--- src/rtl/core/positional_list_engine_defines.svh ---
// Assertion macros used by the positional list engine sequencer RTL.
`ifndef POSITIONAL_LIST_ENGINE_DEFINES_SVH
`define POSITIONAL_LIST_ENGINE_DEFINES_SVH

// Same-cycle implication, sampled on clk_i, off while rst_ni is low.
`define PLE_ASSERT_IMPL(label, cond, conseq, msg) \
  label: assert property (@(posedge clk_i) disable iff (!rst_ni) (cond) |-> (conseq)) \
    else $error(msg);

// Next-cycle implication, sampled on clk_i, off while rst_ni is low.
`define PLE_ASSERT_NEXT(label, cond, conseq, msg) \
  label: assert property (@(posedge clk_i) disable iff (!rst_ni) (cond) |=> (conseq)) \
    else $error(msg);

`endif

--- src/rtl/core/ple_pkg.sv ---
// Types and constants of the positional list engine.
`timescale 1ns / 1ps
package ple_pkg;

  localparam int unsigned DATA_W = 32;
  localparam int unsigned MODE_W = 3;
  localparam int unsigned PIN_W  = 6;
  localparam int unsigned POS_W  = 7;
  localparam int unsigned STAT_W = 3;
  localparam int unsigned CMP_W  = 8;

  typedef enum logic [MODE_W-1:0] {
    MODE_DUMP    = 3'd0,
    MODE_INSERT  = 3'd1,
    MODE_DELETE  = 3'd2,
    MODE_SWAP    = 3'd3,
    MODE_REVERSE = 3'd4,
    MODE_FIND    = 3'd5
  } ple_mode_e;

  typedef enum logic [STAT_W-1:0] {
    STAT_OK       = 3'd0,
    STAT_BADPOS   = 3'd1,
    STAT_FULL     = 3'd2,
    STAT_NOTFOUND = 3'd3,
    STAT_EMPTY    = 3'd4
  } ple_status_e;

  typedef enum logic [3:0] {
    ST_IDLE,
    ST_CHECK,
    ST_DUMP_RD,
    ST_DUMP_EMIT,
    ST_INS_RD,
    ST_INS_WR,
    ST_INS_PUT,
    ST_DEL_RD,
    ST_DEL_WR,
    ST_SW_RDA,
    ST_SW_RDB,
    ST_SW_WRA,
    ST_SW_WRB,
    ST_FIND_RD,
    ST_FIND_CMP,
    ST_REPLY
  } ple_state_e;

  typedef struct packed {
    ple_status_e               status;
    logic [POS_W-1:0]          position;
    logic signed [DATA_W-1:0]  element_value;
    logic [POS_W-1:0]          element_count;
    logic                      last;
  } ple_result_t;

endpackage

--- src/rtl/core/positional_list_engine.sv ---
// Top level of the positional list engine: store, sequencer and result register.
//
//  channel   dir  handshake                   tdata / tuser
//  s_axis    in   s_axis_tvalid/tready        tdata: pos_first, pos_second, value; tuser: mode
//  m_axis    out  m_axis_tvalid/tready        tdata: position, element_value, element_count;
//                                             tuser: status; tlast: last
//
// Each item walks the element store (one write, one read port): a dump reads and emits
// each element, an insert shifts elements up from the end to its position and puts the
// value, a delete shifts later elements down, a swap reads both then writes both, a
// reverse swaps pairs from the ends inward, and a find reads until a match or the list's end.
// Reset empties the list at once; the store itself needs no clearing pass.
// The input is not ready while an item is in work; a result waits in the output register,
// and a dump stalls between elements until its last result is taken.
`timescale 1ns / 1ps
module positional_list_engine #(
  parameter int unsigned CAPACITY = 32
) (
  input  logic        clk_i,
  input  logic        rst_ni,
  input  logic        s_axis_tvalid,
  output logic        s_axis_tready,
  // [5:0] pos_first, [11:6] pos_second, [43:12] value, [47:44] zero
  input  logic [47:0] s_axis_tdata,
  // [2:0] mode
  input  logic [2:0]  s_axis_tuser,
  output logic        m_axis_tvalid,
  input  logic        m_axis_tready,
  // [6:0] position, [38:7] element_value, [45:39] element_count, [47:46] zero
  output logic [47:0] m_axis_tdata,
  // [2:0] status
  output logic [2:0]  m_axis_tuser,
  output logic        m_axis_tlast
);

  localparam int unsigned AW = $clog2(CAPACITY);
  localparam int unsigned CW = $clog2(CAPACITY + 1);

  logic                              res_valid, out_free, out_valid_q;
  ple_pkg::ple_result_t              res, out_q;
  logic                              mem_we, mem_re;
  logic [AW-1:0]                     mem_waddr, mem_raddr;
  logic signed [ple_pkg::DATA_W-1:0] mem_wdata, mem_rdata;

  assign out_free = !out_valid_q || m_axis_tready;

  ple_ctrl #(
    .CAPACITY (CAPACITY),
    .AW       (AW),
    .CW       (CW)
  ) u_ctrl (
    .clk_i            (clk_i),
    .rst_ni           (rst_ni),
    .req_valid_i      (s_axis_tvalid),
    .req_ready_o      (s_axis_tready),
    .req_mode_i       (s_axis_tuser),
    .req_pos_first_i  (s_axis_tdata[5:0]),
    .req_pos_second_i (s_axis_tdata[11:6]),
    .req_value_i      (s_axis_tdata[43:12]),
    .res_valid_o      (res_valid),
    .res_ready_i      (out_free),
    .res_o            (res),
    .mem_we_o         (mem_we),
    .mem_waddr_o      (mem_waddr),
    .mem_wdata_o      (mem_wdata),
    .mem_re_o         (mem_re),
    .mem_raddr_o      (mem_raddr),
    .mem_rdata_i      (mem_rdata)
  );

  ple_ram #(
    .DEPTH (CAPACITY),
    .AW    (AW)
  ) u_ram (
    .clk_i   (clk_i),
    .we_i    (mem_we),
    .waddr_i (mem_waddr),
    .wdata_i (mem_wdata),
    .re_i    (mem_re),
    .raddr_i (mem_raddr),
    .rdata_o (mem_rdata)
  );

  // Output register: load a new result when the slot is empty or being drained.
  always_ff @(posedge clk_i or negedge rst_ni) begin
    if (!rst_ni) begin
      out_valid_q <= 1'b0;
    end else if (out_free) begin
      out_valid_q <= res_valid;
    end
  end

  always_ff @(posedge clk_i) begin
    if (out_free && res_valid) begin
      out_q <= res;
    end
  end

  assign m_axis_tvalid = out_valid_q;
  assign m_axis_tdata  = {2'b00, out_q.element_count, out_q.element_value, out_q.position};
  assign m_axis_tuser  = out_q.status;
  assign m_axis_tlast  = out_q.last;

endmodule

--- src/rtl/core/ple_ram.sv ---
// Element store: one write port, one registered read port.
`timescale 1ns / 1ps
module ple_ram #(
  parameter int unsigned DEPTH = 32,
  parameter int unsigned AW    = 5
) (
  input  logic                              clk_i,
  input  logic                              we_i,
  input  logic [AW-1:0]                     waddr_i,
  input  logic signed [ple_pkg::DATA_W-1:0] wdata_i,
  input  logic                              re_i,
  input  logic [AW-1:0]                     raddr_i,
  output logic signed [ple_pkg::DATA_W-1:0] rdata_o
);

  logic signed [ple_pkg::DATA_W-1:0] mem_q [DEPTH];
  logic signed [ple_pkg::DATA_W-1:0] rdata_q;

  always_ff @(posedge clk_i) begin
    if (we_i) begin
      mem_q[waddr_i] <= wdata_i;
    end
  end

  // Hold read data until the next read is issued.
  always_ff @(posedge clk_i) begin
    if (re_i) begin
      rdata_q <= mem_q[raddr_i];
    end
  end

  assign rdata_o = rdata_q;

endmodule

--- src/rtl/core/ple_ctrl.sv ---
// Sequencer: walks the element store one access at a time for each request; a new request is taken only in idle.
`timescale 1ns / 1ps
`include "positional_list_engine_defines.svh"
module ple_ctrl #(
  parameter int unsigned CAPACITY = 32,
  parameter int unsigned AW       = 5,
  parameter int unsigned CW       = 6
) (
  input  logic                              clk_i,
  input  logic                              rst_ni,
  input  logic                              req_valid_i,
  output logic                              req_ready_o,
  input  logic [ple_pkg::MODE_W-1:0]        req_mode_i,
  input  logic [ple_pkg::PIN_W-1:0]         req_pos_first_i,
  input  logic [ple_pkg::PIN_W-1:0]         req_pos_second_i,
  input  logic signed [ple_pkg::DATA_W-1:0] req_value_i,
  output logic                              res_valid_o,
  input  logic                              res_ready_i,
  output ple_pkg::ple_result_t              res_o,
  output logic                              mem_we_o,
  output logic [AW-1:0]                     mem_waddr_o,
  output logic signed [ple_pkg::DATA_W-1:0] mem_wdata_o,
  output logic                              mem_re_o,
  output logic [AW-1:0]                     mem_raddr_o,
  input  logic signed [ple_pkg::DATA_W-1:0] mem_rdata_i
);

  ple_pkg::ple_state_e  state_q, state_d;
  ple_pkg::ple_mode_e   mode_q, mode_d;
  ple_pkg::ple_status_e status_q, status_d;
  logic [ple_pkg::PIN_W-1:0]         p1_q, p1_d, p2_q, p2_d;
  logic signed [ple_pkg::DATA_W-1:0] val_q, val_d, tmp_q, tmp_d;
  logic [ple_pkg::POS_W-1:0]         pos_q, pos_d;
  logic [CW-1:0]                     count_q, count_d;
  logic [CW-1:0]                     a_q, a_d, b_q, b_d;
  logic [CW-1:0]                     a_inc, a_dec, p1_idx, p2_idx;
  logic [ple_pkg::CMP_W-1:0]         p1_w, p2_w, cnt_w;
  logic                              accept, p1_in_list, p2_in_list, p1_ins_ok;
  logic                              rev_more, a_match;

  assign req_ready_o = (state_q == ple_pkg::ST_IDLE);
  assign accept      = req_valid_i && req_ready_o;

  assign a_inc  = a_q + CW'(1);
  assign a_dec  = a_q - CW'(1);
  assign p1_idx = CW'(p1_q) - CW'(1);
  assign p2_idx = CW'(p2_q) - CW'(1);
  assign p1_w   = ple_pkg::CMP_W'(p1_q);
  assign p2_w   = ple_pkg::CMP_W'(p2_q);
  assign cnt_w  = ple_pkg::CMP_W'(count_q);

  assign p1_in_list = (p1_w != '0) && (p1_w <= cnt_w);
  assign p2_in_list = (p2_w != '0) && (p2_w <= cnt_w);
  assign p1_ins_ok  = (p1_w != '0) && (p1_w <= cnt_w + ple_pkg::CMP_W'(1));
  // Another pair remains when the next low index stays below the next high one.
  assign rev_more   = ({1'b0, a_q} + (CW+1)'(2)) < {1'b0, b_q};
  assign a_match    = (mem_rdata_i == val_q);

  // Next state
  always_comb begin
    state_d = state_q;
    case (state_q)
      ple_pkg::ST_IDLE: begin
        if (accept) state_d = ple_pkg::ST_CHECK;
      end
      ple_pkg::ST_CHECK: begin
        case (mode_q)
          ple_pkg::MODE_DUMP: begin
            state_d = (count_q == '0) ? ple_pkg::ST_REPLY : ple_pkg::ST_DUMP_RD;
          end
          ple_pkg::MODE_INSERT: begin
            if (!p1_ins_ok || count_q == CW'(CAPACITY)) state_d = ple_pkg::ST_REPLY;
            else state_d = ple_pkg::ST_INS_RD;
          end
          ple_pkg::MODE_DELETE: begin
            state_d = p1_in_list ? ple_pkg::ST_DEL_RD : ple_pkg::ST_REPLY;
          end
          ple_pkg::MODE_SWAP: begin
            state_d = (p1_in_list && p2_in_list) ? ple_pkg::ST_SW_RDA : ple_pkg::ST_REPLY;
          end
          ple_pkg::MODE_REVERSE: begin
            state_d = (count_q < CW'(2)) ? ple_pkg::ST_REPLY : ple_pkg::ST_SW_RDA;
          end
          ple_pkg::MODE_FIND: begin
            state_d = (count_q == '0) ? ple_pkg::ST_REPLY : ple_pkg::ST_FIND_RD;
          end
          default: state_d = ple_pkg::ST_IDLE;
        endcase
      end
      ple_pkg::ST_DUMP_RD: state_d = ple_pkg::ST_DUMP_EMIT;
      ple_pkg::ST_DUMP_EMIT: begin
        if (res_ready_i) begin
          state_d = (a_inc == count_q) ? ple_pkg::ST_IDLE : ple_pkg::ST_DUMP_RD;
        end
      end
      ple_pkg::ST_INS_RD: begin
        state_d = (a_q == p1_idx) ? ple_pkg::ST_INS_PUT : ple_pkg::ST_INS_WR;
      end
      ple_pkg::ST_INS_WR:  state_d = ple_pkg::ST_INS_RD;
      ple_pkg::ST_INS_PUT: state_d = ple_pkg::ST_REPLY;
      ple_pkg::ST_DEL_RD: begin
        state_d = (a_inc >= count_q) ? ple_pkg::ST_REPLY : ple_pkg::ST_DEL_WR;
      end
      ple_pkg::ST_DEL_WR: state_d = ple_pkg::ST_DEL_RD;
      ple_pkg::ST_SW_RDA: state_d = ple_pkg::ST_SW_RDB;
      ple_pkg::ST_SW_RDB: state_d = ple_pkg::ST_SW_WRA;
      ple_pkg::ST_SW_WRA: state_d = ple_pkg::ST_SW_WRB;
      ple_pkg::ST_SW_WRB: begin
        if (mode_q == ple_pkg::MODE_REVERSE && rev_more) state_d = ple_pkg::ST_SW_RDA;
        else state_d = ple_pkg::ST_REPLY;
      end
      ple_pkg::ST_FIND_RD: state_d = ple_pkg::ST_FIND_CMP;
      ple_pkg::ST_FIND_CMP: begin
        if (a_match || a_inc == count_q) state_d = ple_pkg::ST_REPLY;
        else state_d = ple_pkg::ST_FIND_RD;
      end
      ple_pkg::ST_REPLY: begin
        if (res_ready_i) state_d = ple_pkg::ST_IDLE;
      end
      default: state_d = ple_pkg::ST_IDLE;
    endcase
  end

  // Outputs and datapath updates
  always_comb begin
    mode_d      = mode_q;
    p1_d        = p1_q;
    p2_d        = p2_q;
    val_d       = val_q;
    tmp_d       = tmp_q;
    status_d    = status_q;
    pos_d       = pos_q;
    count_d     = count_q;
    a_d         = a_q;
    b_d         = b_q;
    mem_we_o    = 1'b0;
    mem_waddr_o = a_q[AW-1:0];
    mem_wdata_o = mem_rdata_i;
    mem_re_o    = 1'b0;
    mem_raddr_o = a_q[AW-1:0];
    res_valid_o = 1'b0;
    res_o       = '{status: status_q, position: pos_q, element_value: '0,
                    element_count: ple_pkg::POS_W'(count_q), last: 1'b1};
    case (state_q)
      ple_pkg::ST_IDLE: begin
        if (accept) begin
          mode_d = ple_pkg::ple_mode_e'(req_mode_i);
          p1_d   = req_pos_first_i;
          p2_d   = req_pos_second_i;
          val_d  = req_value_i;
        end
      end
      ple_pkg::ST_CHECK: begin
        status_d = ple_pkg::STAT_OK;
        pos_d    = '0;
        a_d      = '0;
        case (mode_q)
          ple_pkg::MODE_DUMP: begin
            if (count_q == '0) status_d = ple_pkg::STAT_EMPTY;
          end
          ple_pkg::MODE_INSERT: begin
            a_d = count_q;
            if (!p1_ins_ok) status_d = ple_pkg::STAT_BADPOS;
            else if (count_q == CW'(CAPACITY)) status_d = ple_pkg::STAT_FULL;
          end
          ple_pkg::MODE_DELETE: begin
            a_d = p1_idx;
            if (!p1_in_list) status_d = ple_pkg::STAT_BADPOS;
          end
          ple_pkg::MODE_SWAP: begin
            a_d = p1_idx;
            b_d = p2_idx;
            if (!(p1_in_list && p2_in_list)) status_d = ple_pkg::STAT_BADPOS;
          end
          ple_pkg::MODE_REVERSE: begin
            b_d = count_q - CW'(1);
          end
          ple_pkg::MODE_FIND: begin
            if (count_q == '0) status_d = ple_pkg::STAT_NOTFOUND;
          end
          default: ;
        endcase
      end
      ple_pkg::ST_DUMP_RD: mem_re_o = 1'b1;
      ple_pkg::ST_DUMP_EMIT: begin
        res_valid_o = 1'b1;
        res_o = '{status: ple_pkg::STAT_OK, position: ple_pkg::POS_W'(a_inc),
                  element_value: mem_rdata_i, element_count: ple_pkg::POS_W'(count_q),
                  last: (a_inc == count_q)};
        if (res_ready_i) a_d = a_inc;
      end
      ple_pkg::ST_INS_RD: begin
        mem_re_o    = (a_q != p1_idx);
        mem_raddr_o = a_dec[AW-1:0];
      end
      ple_pkg::ST_INS_WR: begin
        mem_we_o = 1'b1;
        a_d      = a_dec;
      end
      ple_pkg::ST_INS_PUT: begin
        mem_we_o    = 1'b1;
        mem_waddr_o = p1_idx[AW-1:0];
        mem_wdata_o = val_q;
        count_d     = count_q + CW'(1);
      end
      ple_pkg::ST_DEL_RD: begin
        mem_raddr_o = a_inc[AW-1:0];
        if (a_inc >= count_q) count_d = count_q - CW'(1);
        else mem_re_o = 1'b1;
      end
      ple_pkg::ST_DEL_WR: begin
        mem_we_o = 1'b1;
        a_d      = a_inc;
      end
      ple_pkg::ST_SW_RDA: mem_re_o = 1'b1;
      ple_pkg::ST_SW_RDB: begin
        mem_re_o    = 1'b1;
        mem_raddr_o = b_q[AW-1:0];
        tmp_d       = mem_rdata_i;
      end
      ple_pkg::ST_SW_WRA: mem_we_o = 1'b1;
      ple_pkg::ST_SW_WRB: begin
        mem_we_o    = 1'b1;
        mem_waddr_o = b_q[AW-1:0];
        mem_wdata_o = tmp_q;
        a_d         = a_inc;
        b_d         = b_q - CW'(1);
      end
      ple_pkg::ST_FIND_RD: mem_re_o = 1'b1;
      ple_pkg::ST_FIND_CMP: begin
        if (a_match) begin
          pos_d = ple_pkg::POS_W'(a_inc);
        end else if (a_inc == count_q) begin
          status_d = ple_pkg::STAT_NOTFOUND;
        end else begin
          a_d = a_inc;
        end
      end
      ple_pkg::ST_REPLY: res_valid_o = 1'b1;
      default: ;
    endcase
  end

  always_ff @(posedge clk_i or negedge rst_ni) begin
    if (!rst_ni) begin
      state_q <= ple_pkg::ST_IDLE;
      count_q <= '0;
    end else begin
      state_q <= state_d;
      count_q <= count_d;
    end
  end

  always_ff @(posedge clk_i) begin
    mode_q   <= mode_d;
    p1_q     <= p1_d;
    p2_q     <= p2_d;
    val_q    <= val_d;
    tmp_q    <= tmp_d;
    status_q <= status_d;
    pos_q    <= pos_d;
    a_q      <= a_d;
    b_q      <= b_d;
  end

  `PLE_ASSERT_IMPL(a_count_bound, 1'b1, count_q <= CW'(CAPACITY), "list count above capacity")
  `PLE_ASSERT_IMPL(a_count_step, !$stable(count_q),
    count_q == $past(count_q) + CW'(1) || count_q == $past(count_q) - CW'(1),
    "list count moved by more than one")
  `PLE_ASSERT_IMPL(a_no_write_on_result, res_valid_o, !mem_we_o && !mem_re_o,
    "store accessed while a result is offered")
  `PLE_ASSERT_NEXT(a_accept_check, accept, state_q == ple_pkg::ST_CHECK,
    "accepted item not decoded next cycle")

endmodule

--- config.mk ---
export PLATFORM = sky130hd
export DESIGN_NAME = positional_list_engine
export DESIGN_NICKNAME = d
export VERILOG_FILES = /design/src/rtl/core/ple_pkg.sv /design/src/rtl/core/positional_list_engine.sv /design/src/rtl/core/ple_ram.sv /design/src/rtl/core/ple_ctrl.sv
export VERILOG_INCLUDE_DIRS = /design/src /design/src/rtl/core
export SDC_FILE = /design/constraint.sdc
export NUM_CORES = 2
export LEC_CHECK = 0
export ABC_AREA = 0
export BUFFER_PORTS_ARGS = -buffer_cell sky130_fd_sc_hd__buf_2
export CORE_MARGIN = 1
export CORE_UTILIZATION = 65
export CTS_CLUSTER_SIZE = 12
export DETAILED_ROUTE_END_ITERATION = 10
export GPL_ROUTABILITY_DRIVEN = 0
export GPL_TIMING_DRIVEN = 0
export PLACE_DENSITY = 0.82
export SLEW_MARGIN = 20
export SYNTH_ARGS = -nofsm -noshare
export SYNTH_HDL_FRONTEND = slang
export SYNTH_HIERARCHICAL = 1
export SYNTH_SLANG_ARGS = --single-unit
--- constraint.sdc ---
create_clock -name clk_i -period 6.5 [get_ports clk_i]
set_input_delay 0 -clock clk_i [delete_from_list [all_inputs] [get_ports clk_i]]
set_output_delay 0 -clock clk_i [all_outputs]
set_load 0.02 [all_outputs]
==> results_dict.tcl <==
set metrics [dict create \
    drc_errors 0 \
    yosys.area_share.xor_xnor 0.0131 \
    ys_top_cells_by_count "edfxtp_1 (1206), mux2i_1 (513), nand2_1 (206)" \
    synth_fa_ha_area_frac 0.0103 \
    fin_nets 3484 \
    tightest_slew_ps 1130 \
    relSlewSlack 0.238 \
    synthSimpleGateAreaFrac 0.0534 \
    drv_cap 0 \
    insertion_delay_ps 690 \
    area_delta_synth_final_pct 13.6 \
    yosysSeqAreaShare 0.735 \
    critPathArrivalTime_ps 5630 \
    syn_area_sq_um 49700 \
    min_path_type "in2reg" \
    track_usage 0.327 \
    dieHeight_microns 278 \
    finalSetupViolCount 0 \
    grt_pass1_wl_mm 185 \
    fmax_ghz 0.191 \
    ioPinCount 109 \
    start_util 0.655 \
    critical_path_class "reg2reg" \
    grt-ovfl-total 0 \
    r2r_start "u_ctrl/a_q[0]" \
    ys_ff_latch 1217 \
    numPortBuffers 102 \
    finalCritPeriodShare 0.807 \
    ant_nets 0 \
    cts.sinks 1217 \
    post_drt_wl_per_cell_microns 28.6 \
    grt_max_degree 51 \
    ys_top_cells_by_area "edfxtp_1 (73%), mux2i_1 (10%), a22oi_1 (2.0%)" \
    hp-start "s_axis_tdata[37]" \
    rsz0062_at_grt "no" \
    cts-buffers-inserted 117 \
    dr.pass1.iters 11 \
    antenna_found_initial 2 \
    endpoint_kind "flip-flop" \
    drive_gt1_frac 0.131 \
    hold_violations 0 \
    tritoncts "built" \
    synth.mux.area_fraction 0.103 \
    synth_top_area_share 0.729 \
    synth_flop_cell "edfxtp_1" \
    synth_edf_count 1206 \
    avgSynthCellArea_sq_um 16.1 \
    clock-root-buffer "clkbuf_16" \
    async_flop_share 0.00904 \
    cts_setup_buffers 0 \
    worstPathMaxFanout 10 \
    fin_crit_ps 5240 \
    dr_total_vias 29881 \
    place_hpwl_mm 83.6 \
    ys_warn_count 6 \
    synth.largest_area_cell "edfxtp_1" \
    tns_ps 0 \
    crit_path_start_kind "flip-flop" \
    worstPathRequired_ps 6880 \
    first_iter_violations 4175 \
    synth_compound_area_frac 0.0625 \
    wirelength_mm 127 \
    synth_cell_type_count 65 \
    coreArea_sq_um 75800 \
    grt_pass1_vias 29902 \
    fp-row-count 101 \
    synth_top_family_by_area "multiplexers" \
    timing.hold.ws_ps 26.9 \
    slew_viol_final 0 \
    die_area_sq_um 77500 \
    clk_pin_slew_ps 70 \
    status "complete, no violations" \
    ctsHtreeMaxLevel 3 \
    cts_buffer_depth 3 \
    vias_per_cell 6.75 \
    skew_ps 37.7 \
    syn_inst 3076 \
    die_w_microns 278 \
    critPathLaunch "u_ctrl/a_q[0]" \
    yosysMostFrequentCell "edfxtp_1" \
]
[routing by layer]
| layer | wire, microns | GRT usage |
|---|---|---|
| met1 | 44600 | 0.412 |
| met2 | 62300 | 0.548 |
| met3 | 13000 | 0.0619 |
| met4 | 6650 | 0.162 |
| met5 | 24 | 0 |
[worst max-delay path, stage by stage, from the launching register on]
cell and delay (ps):
edfxtp_1 390, clkbuf_1 570, inv_1 210, ha_1 400
buf_1 390, nand2_1 120, o2111ai_1 130, o211ai_1 360
nor2_1 300, clkbuf_1 800, buf_1 610, a22oi_1 320
nand3_1 200, nand3_1 140
[final cells by class]
class                   instances  area, sq um
flip-flops and latches       1217        36500
fillers                      4228        19400
multi-input cells            1650        12400
clock buffers                 157         3140
repair buffers                191         1870
well taps                     978         1220
plain buffers                 172          973
clock inverters                20          178
inverters                      39          146
diodes                          3         7.51
[registers in the layout, indices dropped and copies added (netlist names), 4 cells and up]
name,count
u_ctrl/pos_q,6
u_ctrl/b_q,6
u_ram/rdata_o,32
u_ctrl/p1_q,6
m_axis_tdata,46
u_ctrl/val_q,32
u_ctrl/p2_q,6
u_ram/mem_q,1024
u_ctrl/state_q,4
u_ctrl/count_q,6
u_ctrl/tmp_q,32
u_ctrl/a_q,6
[cell usage in the layout (no fill, tap or decap), drive strengths merged, types with 14 or more instances in the layout]
master / instances
nand2: 206
nand3: 118
inv: 41
nand2b: 14
xor2: 36
a22oi: 132
xnor2: 36
clkbuf: 224
a21oi: 131
ha: 41
clkinv: 16
nor2: 82
and3: 37
edfxtp: 1206
a31oi: 36
dlygate4sd3: 53
o21ai: 24
mux2i: 513
nor3: 48
a22o: 65
buf: 243
[kinds of logic (layout without fill, tap and decap cells)]
logic type	after synthesis	count (layout)
DFF	1217	1217
and+or+nand+nor	566	566
muxes	513	513
AOI/OAI and AO/OA	453	453
buffers and inverters	211	579
xor gates and xnor gates	73	73
adders and majority gates	41	41
other	2	7
[repair_timing]
item,in CTS,in global routing
hold buffers,53,0
setup endpoints to repair,0,0
hold endpoints to repair,62,0
resized for setup,0,0
[path summary, 6_finish.rpt]
check,slack [ps],depth (start not counted),end
hold / removal,30,2,u_ctrl/val_q[25]
setup reg to reg,1260,13,u_ram/rdata_o[20]
min in group asynchronous,440,3,u_ctrl/state_q[2]
hold reg to reg,460,0,m_axis_tdata[41]
setup / recovery,1260,13,u_ram/rdata_o[20]
max in group asynchronous,5620,3,u_ctrl/count_q[1]
[stage by stage]
stage | cell area (sq um) | setup WS, ps | cells | utilization
2_1_floorplan | 49700 | 2320 | 3078 | -
3_3_place_gp | 51400 | 275 | 4158 | 0.678
3_5_place_dp | 52500 | 1590 | 4194 | 0.692
4_1_cts | 56400 | 1550 | 4424 | 0.743
5_1_grt | 56400 | 1090 | 4424 | 0.744
6_report | 56400 | 1260 | 4427 | 0.744
Power is not shown: default switching activity piles up to over one toggle a cycle in this logic, so the estimate is an artifact.
